[config.mk]
export PLATFORM = sky130hd
export DESIGN_NAME = alarm_clock_controller_core
export DESIGN_NICKNAME = d
export VERILOG_FILES = /design/src/hw/rtl/acc_pkg.sv /design/src/hw/rtl/acc_front.sv /design/src/hw/rtl/acc_core.sv /design/src/hw/rtl/alarm_clock_controller_core.sv
export SDC_FILE = /design/constraint.sdc
export NUM_CORES = 1
export LEC_CHECK = 0
export CELL_PAD_IN_SITES_DETAIL_PLACEMENT = 0
export CELL_PAD_IN_SITES_GLOBAL_PLACEMENT = 1
export CORE_UTILIZATION = 50
export DETAILED_ROUTE_END_ITERATION = 7
export DONT_BUFFER_PORTS = 1
export PLACE_DENSITY = 0.81
export SLEW_MARGIN = 20
export SYNTH_ARGS = -nofsm -noshare
export SYNTH_HDL_FRONTEND = slang
export SYNTH_SLANG_ARGS = --single-unit
[constraint.sdc]
create_clock -name clk -period 18.8 [get_ports clk]
set_input_delay 1.88 -clock clk [delete_from_list [all_inputs] [get_ports clk]]
set_output_delay 1.88 -clock clk [all_outputs]
set_load 0.05 [all_outputs]
[src/hw/rtl/acc_pkg.sv]
// ----------------------------------------------------------------------------
// acc_pkg: shared types and constants for the alarm clock core
// Day length, digit steps, action and cursor codes, and the reciprocal
// used to reduce epoch seconds to a time of day.
// ----------------------------------------------------------------------------
package acc_pkg;

  localparam int unsigned SEC_W = 17;

  localparam logic [SEC_W-1:0] DAY_SECONDS = 17'd86400;
  localparam logic [SEC_W-1:0] DAY_LAST    = 17'd86399;

  // alarm digit steps, hours tens down to seconds units
  localparam logic [SEC_W-1:0] STEP_HOUR_TENS = 17'd36000;
  localparam logic [SEC_W-1:0] STEP_HOUR_UNIT = 17'd3600;
  localparam logic [SEC_W-1:0] STEP_MIN_TENS  = 17'd600;
  localparam logic [SEC_W-1:0] STEP_MIN_UNIT  = 17'd60;
  localparam logic [SEC_W-1:0] STEP_SEC_TENS  = 17'd10;
  localparam logic [SEC_W-1:0] STEP_SEC_UNIT  = 17'd1;

  // action codes; the fourth code is unused and changes nothing
  localparam logic [1:0] ACT_TICK = 2'd0;
  localparam logic [1:0] ACT_POLL = 2'd1;
  localparam logic [1:0] ACT_SET  = 2'd2;

  // cursor codes
  localparam logic [2:0] CUR_NONE      = 3'd0;
  localparam logic [2:0] CUR_HOUR_TENS = 3'd1;
  localparam logic [2:0] CUR_HOUR_UNIT = 3'd2;
  localparam logic [2:0] CUR_MIN_TENS  = 3'd3;
  localparam logic [2:0] CUR_MIN_UNIT  = 3'd4;
  localparam logic [2:0] CUR_SEC_TENS  = 3'd5;
  localparam logic [2:0] CUR_SEC_UNIT  = 3'd6;
  localparam logic [2:0] CUR_ENABLE    = 3'd7;

  // held-button bit positions
  localparam logic [1:0] HELD_OK   = 2'd0;
  localparam logic [1:0] HELD_UP   = 2'd1;
  localparam logic [1:0] HELD_DOWN = 2'd2;

  // 86400 = 128 * 675: the low 7 bits pass straight through and the upper
  // 25 bits are reduced modulo 675 by a reciprocal multiply, exact for
  // every 25-bit value with a ceiling reciprocal at shift 35.
  localparam int unsigned LOW_W   = 7;
  localparam int unsigned HIGH_W  = 25;
  localparam int unsigned QUOT_W  = 16;
  localparam int unsigned REM_W   = 10;
  localparam int unsigned RECIP_W = 26;
  localparam int unsigned RECIP_SHIFT = 35;
  localparam int unsigned PROD_W  = HIGH_W + RECIP_W;
  localparam logic [RECIP_W-1:0] RECIP_675 = 26'd50903317;
  localparam logic [REM_W-1:0]   MOD_ODD   = 10'd675;

  typedef struct packed {
    logic [1:0]       action;
    logic             ok_level;
    logic             up_level;
    logic             down_level;
    logic [SEC_W-1:0] tod_set;
  } acc_item_t;

  typedef struct packed {
    logic [SEC_W-1:0] time_of_day;
    logic [SEC_W-1:0] alarm_setting;
    logic [2:0]       cursor;
    logic             enabled;
    logic             active;
  } acc_state_t;

endpackage

[src/hw/rtl/acc_front.sv]
// ----------------------------------------------------------------------------
// acc_front: input register and time-of-day reduction pipe
// Registers each accepted word and reduces its epoch seconds modulo 86400
// over two stages, one multiply per stage.
// ----------------------------------------------------------------------------
module acc_front
  import acc_pkg::*;
(
  input  logic            clk,
  input  logic            rst_n,
  input  logic            adv,
  input  logic            in_valid,
  input  logic [1:0]      in_action,
  input  logic            in_ok_level,
  input  logic            in_up_level,
  input  logic            in_down_level,
  input  logic [31:0]     in_time_value,
  output logic            item_valid,
  output acc_item_t       item
);

  // stage 1: input register plus reciprocal product
  logic              s1_valid_r;
  logic [1:0]        s1_action_r;
  logic              s1_ok_r, s1_up_r, s1_down_r;
  logic [LOW_W-1:0]  s1_low_r;
  logic [HIGH_W-1:0] s1_high_r;
  logic [QUOT_W-1:0] s1_quot_r;

  // stage 2: finished item
  logic              s2_valid_r;
  acc_item_t         s2_item_r;

  logic [HIGH_W-1:0] high_in;
  logic [PROD_W-1:0] prod;
  logic [HIGH_W:0]   qm;
  logic [HIGH_W:0]   rem_full;
  acc_item_t         s2_nxt;

  assign high_in = in_time_value[31:LOW_W];
  assign prod    = PROD_W'(high_in) * PROD_W'(RECIP_675);

  // remainder of the upper part modulo 675, always below 675
  assign qm       = (HIGH_W+1)'(s1_quot_r) * (HIGH_W+1)'(MOD_ODD);
  assign rem_full = (HIGH_W+1)'(s1_high_r) - qm;

  always_comb begin
    s2_nxt.action     = s1_action_r;
    s2_nxt.ok_level   = s1_ok_r;
    s2_nxt.up_level   = s1_up_r;
    s2_nxt.down_level = s1_down_r;
    s2_nxt.tod_set    = {rem_full[REM_W-1:0], s1_low_r};
  end

  always_ff @(posedge clk) begin
    if (!rst_n) begin
      s1_valid_r <= 1'b0;
      s2_valid_r <= 1'b0;
    end else if (adv) begin
      s1_valid_r <= in_valid;
      s2_valid_r <= s1_valid_r;
    end
    if (adv) begin
      s1_action_r <= in_action;
      s1_ok_r     <= in_ok_level;
      s1_up_r     <= in_up_level;
      s1_down_r   <= in_down_level;
      s1_low_r    <= in_time_value[LOW_W-1:0];
      s1_high_r   <= high_in;
      s1_quot_r   <= prod[PROD_W-1:RECIP_SHIFT];
      s2_item_r   <= s2_nxt;
    end
  end

  assign item_valid = s2_valid_r;
  assign item       = s2_item_r;

endmodule

[src/hw/rtl/acc_core.sv]
// ----------------------------------------------------------------------------
// acc_core: clock state update and result register
// Applies one tick, poll or set word per cycle while adv is high; the state
// register is the result register.
// ----------------------------------------------------------------------------
module acc_core
  import acc_pkg::*;
(
  input  logic       clk,
  input  logic       rst_n,
  input  logic       adv,
  input  logic       item_valid,
  input  acc_item_t  item,
  output logic       out_valid,
  output acc_state_t st
);

  typedef struct packed {
    logic [SEC_W-1:0] alarm;
    logic             en;
  } acc_adj_t;

  function automatic acc_adj_t adjust(input logic [SEC_W-1:0] a, input logic en,
                                      input logic [2:0] cur, input logic up);
    acc_adj_t         res;
    logic [SEC_W-1:0] step;
    logic [SEC_W:0]   sum;
    res.alarm = a;
    res.en    = en;
    step      = '0;
    sum       = '0;
    unique case (cur)
      CUR_HOUR_TENS: step = STEP_HOUR_TENS;
      CUR_HOUR_UNIT: step = STEP_HOUR_UNIT;
      CUR_MIN_TENS:  step = STEP_MIN_TENS;
      CUR_MIN_UNIT:  step = STEP_MIN_UNIT;
      CUR_SEC_TENS:  step = STEP_SEC_TENS;
      CUR_SEC_UNIT:  step = STEP_SEC_UNIT;
      CUR_ENABLE:    res.en = ~en;
      default:       step = '0;
    endcase
    if (step != '0) begin
      if (up) begin
        sum = {1'b0, a} + {1'b0, step};
        res.alarm = (sum >= {1'b0, DAY_SECONDS}) ? SEC_W'(sum - {1'b0, DAY_SECONDS})
                                                 : sum[SEC_W-1:0];
      end else begin
        res.alarm = (a >= step) ? (a - step) : (a + (DAY_SECONDS - step));
      end
    end
    return res;
  endfunction

  acc_state_t st_r, st_nxt;
  logic [2:0] held_r, held_nxt;
  logic       out_valid_r;
  logic       upd;

  logic             ok_new, up_new, dn_new;
  logic [SEC_W-1:0] tod_inc;
  acc_adj_t         adj_up, adj_dn;

  assign upd = adv && item_valid;

  always_comb begin
    st_nxt   = st_r;
    held_nxt = held_r;
    tod_inc  = (st_r.time_of_day == DAY_LAST) ? '0 : st_r.time_of_day + 1'b1;
    ok_new   = !held_r[HELD_OK] && !item.ok_level;
    up_new   = !held_r[HELD_UP] && !item.up_level;
    dn_new   = !held_r[HELD_DOWN] && !item.down_level;
    adj_up   = '0;
    adj_dn   = '0;
    if (upd) begin
      unique case (item.action)
        ACT_TICK: begin
          st_nxt.time_of_day = tod_inc;
          if (tod_inc == st_r.alarm_setting && st_r.enabled) st_nxt.active = 1'b1;
        end
        ACT_POLL: begin
          held_nxt[HELD_OK] = !item.ok_level;
          if (ok_new && st_r.active) begin
            // silence only: up and down are neither acted on nor tracked
            st_nxt.active = 1'b0;
          end else begin
            if (ok_new) st_nxt.cursor = st_r.cursor + 1'b1;
            held_nxt[HELD_UP]   = !item.up_level;
            held_nxt[HELD_DOWN] = !item.down_level;
            adj_up = up_new ? adjust(st_r.alarm_setting, st_r.enabled, st_nxt.cursor, 1'b1)
                            : acc_adj_t'{st_r.alarm_setting, st_r.enabled};
            adj_dn = dn_new ? adjust(adj_up.alarm, adj_up.en, st_nxt.cursor, 1'b0)
                            : adj_up;
            st_nxt.alarm_setting = adj_dn.alarm;
            st_nxt.enabled       = adj_dn.en;
          end
        end
        ACT_SET: st_nxt.time_of_day = item.tod_set;
        default: st_nxt = st_r;
      endcase
    end
  end

  always_ff @(posedge clk) begin
    if (!rst_n) begin
      st_r        <= '0;
      held_r      <= '0;
      out_valid_r <= 1'b0;
    end else if (adv) begin
      out_valid_r <= item_valid;
      st_r        <= st_nxt;
      held_r      <= held_nxt;
    end
  end

  assign out_valid = out_valid_r;
  assign st        = st_r;

  a_tod_range: assert property (@(posedge clk) disable iff (!rst_n)
    st_r.time_of_day < DAY_SECONDS && st_r.alarm_setting < DAY_SECONDS)
    else $error("time of day or alarm setting out of range");

  a_ring_on_tick: assert property (@(posedge clk) disable iff (!rst_n)
    ($past(rst_n) && $rose(st_r.active)) |->
      $past(upd && item.action == ACT_TICK && st_r.enabled))
    else $error("alarm raised without an enabled tick");

  a_enable_toggle: assert property (@(posedge clk) disable iff (!rst_n)
    ($past(rst_n) && st_r.enabled != $past(st_r.enabled)) |->
      (st_r.cursor == CUR_ENABLE && $past(upd && item.action == ACT_POLL)))
    else $error("enable changed away from the enable position");

  a_hold_on_stall: assert property (@(posedge clk) disable iff (!rst_n)
    ($past(rst_n) && $past(!adv)) |-> ($stable(st_r) && $stable(held_r)))
    else $error("state moved while stalled");

endmodule

[src/hw/rtl/alarm_clock_controller_core.sv]
// ----------------------------------------------------------------------------
// alarm_clock_controller_core: time-of-day keeper with alarm and buttons
// Accepts one tick, button poll or set-time word per cycle, unless the
// result side stalls, and returns the updated clock state for every word.
// ----------------------------------------------------------------------------
// Usage:
//   in_*  : one word per accepted handshake. in_action selects a second tick,
//           a button poll (active-low ok/up/down levels) or a set-time load
//           of in_time_value (epoch seconds, reduced modulo one day).
//   out_* : one result word per input word, in order: time of day, alarm
//           setting, cursor, enable and ringing flags after the update.
// Pipeline from input acceptance to out_valid: the input register with
//   the reciprocal multiply of the day reduction, the remainder register,
//   then the state register that doubles as the result register.
// Throughput: one word per cycle unless stalled; each word's state update
//   is a single short add/compare/wrap pass, so only a stall holds a word.
// Stall: when out_valid is high and out_ready low the whole pipe holds and
//   in_ready drops; it rises again in the cycle the result is taken.
// Reset: synchronous, active low; clears time, alarm, cursor, flags and the
//   held-button marks, and empties the pipe.
// ----------------------------------------------------------------------------
module alarm_clock_controller_core
  import acc_pkg::*;
(
  input  logic             clk,
  input  logic             rst_n,
  input  logic             in_valid,
  output logic             in_ready,
  input  logic [1:0]       in_action,
  input  logic             in_ok_level,
  input  logic             in_up_level,
  input  logic             in_down_level,
  input  logic [31:0]      in_time_value,
  output logic             out_valid,
  input  logic             out_ready,
  output logic [SEC_W-1:0] out_time_of_day,
  output logic [SEC_W-1:0] out_alarm_setting,
  output logic [2:0]       out_cursor_position,
  output logic             out_alarm_enabled,
  output logic             out_alarm_active
);

  logic       adv;
  logic       item_valid;
  acc_item_t  item;
  acc_state_t st;

  // advance the pipe whenever the result register is empty or being taken
  assign adv      = !out_valid || out_ready;
  assign in_ready = adv;

  acc_front u_front (
    .clk           (clk),
    .rst_n         (rst_n),
    .adv           (adv),
    .in_valid      (in_valid),
    .in_action     (in_action),
    .in_ok_level   (in_ok_level),
    .in_up_level   (in_up_level),
    .in_down_level (in_down_level),
    .in_time_value (in_time_value),
    .item_valid    (item_valid),
    .item          (item)
  );

  acc_core u_core (
    .clk        (clk),
    .rst_n      (rst_n),
    .adv        (adv),
    .item_valid (item_valid),
    .item       (item),
    .out_valid  (out_valid),
    .st         (st)
  );

  // drive the result word straight from the state register
  assign out_time_of_day     = st.time_of_day;
  assign out_alarm_setting   = st.alarm_setting;
  assign out_cursor_position = st.cursor;
  assign out_alarm_enabled   = st.enabled;
  assign out_alarm_active    = st.active;

endmodule

==> flow_summary.yaml <==
clocking:
  cts_root_buffer: "clkbuf_16"
  cts_buffers: 9
  clockBufferDepth: 2
  htreeDepth: 3
  cts_tree: "built"
  clk_latency_ns: 0.37
  holdBufCountCts: 0
  clock_sinks: 99
  post_cts_resized: 0
  post-cts-setup-buffers: 0
  path_clk_slew_ns: 0.08
synthesis:
  ys_ff_latch: 99
  ys_types: 99
  syn_inst: 1756
  syn-num-nets: 2322
  synth-edff-count: 54
  avgSynthCellArea_sq_um: 9.75
  mappedNetlistArea_sq_mm: 0.0171
  ys.warnings.count: 0
  async_flop_share: 0
  ys.flop_type: "edfxtp_1"
  ys_seq_area_frac: 0.147
worst_setup_path:
  cp.arrival_ns: 8.43
  required_ns: 19.06
  reg2reg_to: "u_core.st[15]"
  rrSetupSlack_ns: 10.63
  slowest_delay_ns: 0.77
  critPathKind: "reg -> reg"
  critPathSlowestCell: "dfxtp_1"
  crit_start: "u_core.st[2]"
  cp.depth: 30
  crit-reg2reg-launch: "u_core.st[2]"
  cp-start-kind: "flop"
  cp_top_family: "compound AO/OA/AOI/OAI gates"
  worst-path-buf-inv: 4
  r2r_cells: 30
  critPathMaxFanout: 22
  critPathCapture: "u_core.st[15]"
  end_kind: "flop"
outcome:
  status: "completed"
drt:
  drt_wl_total_um: 41600
  dr.pass1.iters: 5
  vias_per_cell: 5.59
  drc: 0
  vias: 12300
  first_iter_violations: 689
  wl_per_cell_um: 19.0
  antenna_left: 0
global_routing:
  grt_max_degree: 60
  grt_pass1_vias: 12600
  antenna_found_initial: 1
  grt_pass1_wl_um: 67800
  grt_usage: 0.247
  grt_overflow: 0
floorplanning:
  core-area_sq_mm: 0.0336
  die_h_um: 187
  die-area_sq_mm: 0.0350
  die_w_um: 187
  io_pins: 82
  start_util: 0.509
  row_count: 67
timing:
  fin_skew_ns: 0.0127
  rsz0062_at_grt: "no"
  post-route-min-period_ns: 8.17
  hold_ws_ns: 0.423
  slew-limit-headroom: 0.301
  hold_violations: 0
  fin_crit_sh: 0.434
  fin_tns_setup_ns: 0
  worst_pin_slew_ns: 1.05
  fmaxAchievable_mhz: 122
  finalSetupViolCount: 0
  drv_slew: 0
hold_path:
  min_from: "u_front.s1_up_r"
  holdCritPathClass: "reg -> reg"
run:
  cap_viol_max_count: 0
finish:
  antenna_cells: 0
  drive_gt1_frac: 0.0441
  syn_to_final_growth_pct: 4.32
  fin_nets: 2306
  final_common_cell: "inv_1"
  layout_common_cells: "inv_1, ha_1, fa_1, nand2_1, nor2_1"
placement:
  numPortBuffers: 0
  dp_hpwl_um: 35000
  routabilityCongestion: 0.964
pwr:
  power.leakage_nw: 8.87
  powerDensity_mw_per_mm2: 154
  ir_worst_vdd_mv: 0.123
-- metrics by stage --
step,util,power [mW],area [sq um],std cells,worst slack [ns]
floorplan,-,2.07,17100,1756,10.96
global placement,0.522,2.51,17600,2177,10.43
detailed placement,0.522,2.56,17600,2177,10.37
CTS,0.531,2.78,17900,2193,10.69
global route,0.531,3.09,17900,2193,10.04
finish,0.531,2.75,17900,2193,10.63
-- cells by family (layout without fill, tap and decap cells) --
kind of cell,Yosys count,count (layout),synth area share
fa+ha+maj,525,525,0.473
buf+inv,369,358,0.0853
simple gates,330,330,0.0976
compound gates,310,310,0.131
xor+xnor,100,100,0.0523
flops,99,99,0.147
mux,23,23,0.0136
-- worst min-delay path by stage --
| stage | cells after the start | slack, ns | endpoint |
|---|---|---|---|
| final | 0 | 0.42 | u_front.item[18] |
| after global routing | 0 | 0.43 | u_front.item[6] |
| after CTS | 0 | 0.42 | u_front.item[18] |
| after detailed placement | 0 | 0.40 | u_front.item[0] |
| after global placement | 0 | 0.40 | u_front.item[18] |
| after floorplan | 0 | 0.40 | u_front.item[0] |
-- cells in the mapped netlist, types with 9 or more instances --
master,instances,area [sq um]
a31oi_1,16,100
inv_1,330,1240
nand3_1,33,165
xor2_1,33,289
xnor2_1,66,578
fa_1,203,4060
a21oi_1,70,350
a21o_1,28,210
o21ai_0,55,275
nand4_1,14,87.6
edfxtp_1,54,1620
and3_1,16,100
nor2_1,74,278
nand2b_1,10,62.6
a211oi_1,9,67.6
ha_1,322,4030
and2_1,18,113
o21bai_1,13,97.6
mux2i_1,21,210
nor3_1,23,115
nand2_1,85,319
nor2b_1,16,100
o211a_1,10,100
dfxtp_1,45,901
clkbuf_1,23,86.3
-- cell type report --
class / count / area, sq um
fill: 3042 / 15800
multi-input combinational: 1288 / 13100
sequential: 99 / 2520
inverter: 332 / 1250
tap: 448 / 561
clock buffer: 9 / 225
clock inverter: 7 / 80.1
timing repair buffer: 10 / 75.1
-- power by group --
part           leakage (nW)  switching (mW)  internal (mW)
Sequential            0.932          0.0327          0.334
Clock                 0.146          0.0988         0.0951
Combinational          7.80            1.17           1.02
-- per-layer routing --
metal | part of all wire | vias to the layer above | track usage
li1 | - | 5893 | -
met1 | 0.44 | 5981 | 0.323
met2 | 0.49 | 329 | 0.426
met3 | 0.053 | 54 | 0.0328
met4 | 0.024 | 2 | 0.0706
met5 | 0.00022 | - | 0
-- worst register-to-register path, delay by kind of cell, from the launching register on --
kind | cells | cell delay [ns]
flops | 1 | 0.77
fa+ha+maj | 3 | 1.04
simple gates | 7 | 1.65
buf+inv | 4 | 0.65
mux | 2 | 0.51
compound gates | 12 | 3.14
xor+xnor | 2 | 0.30
-- sequential cells by signal, indices dropped and copies added (netlist names), 2 cells and up --
register and flops:
u_front.s1_high_r 10, u_front.item 22, u_front.s1_low_r 7, u_core.held_r 3, u_core.st 39, u_front.s1_action_r 2
u_front.s1_quot_r 10
(Power assumes the default switching activity.)
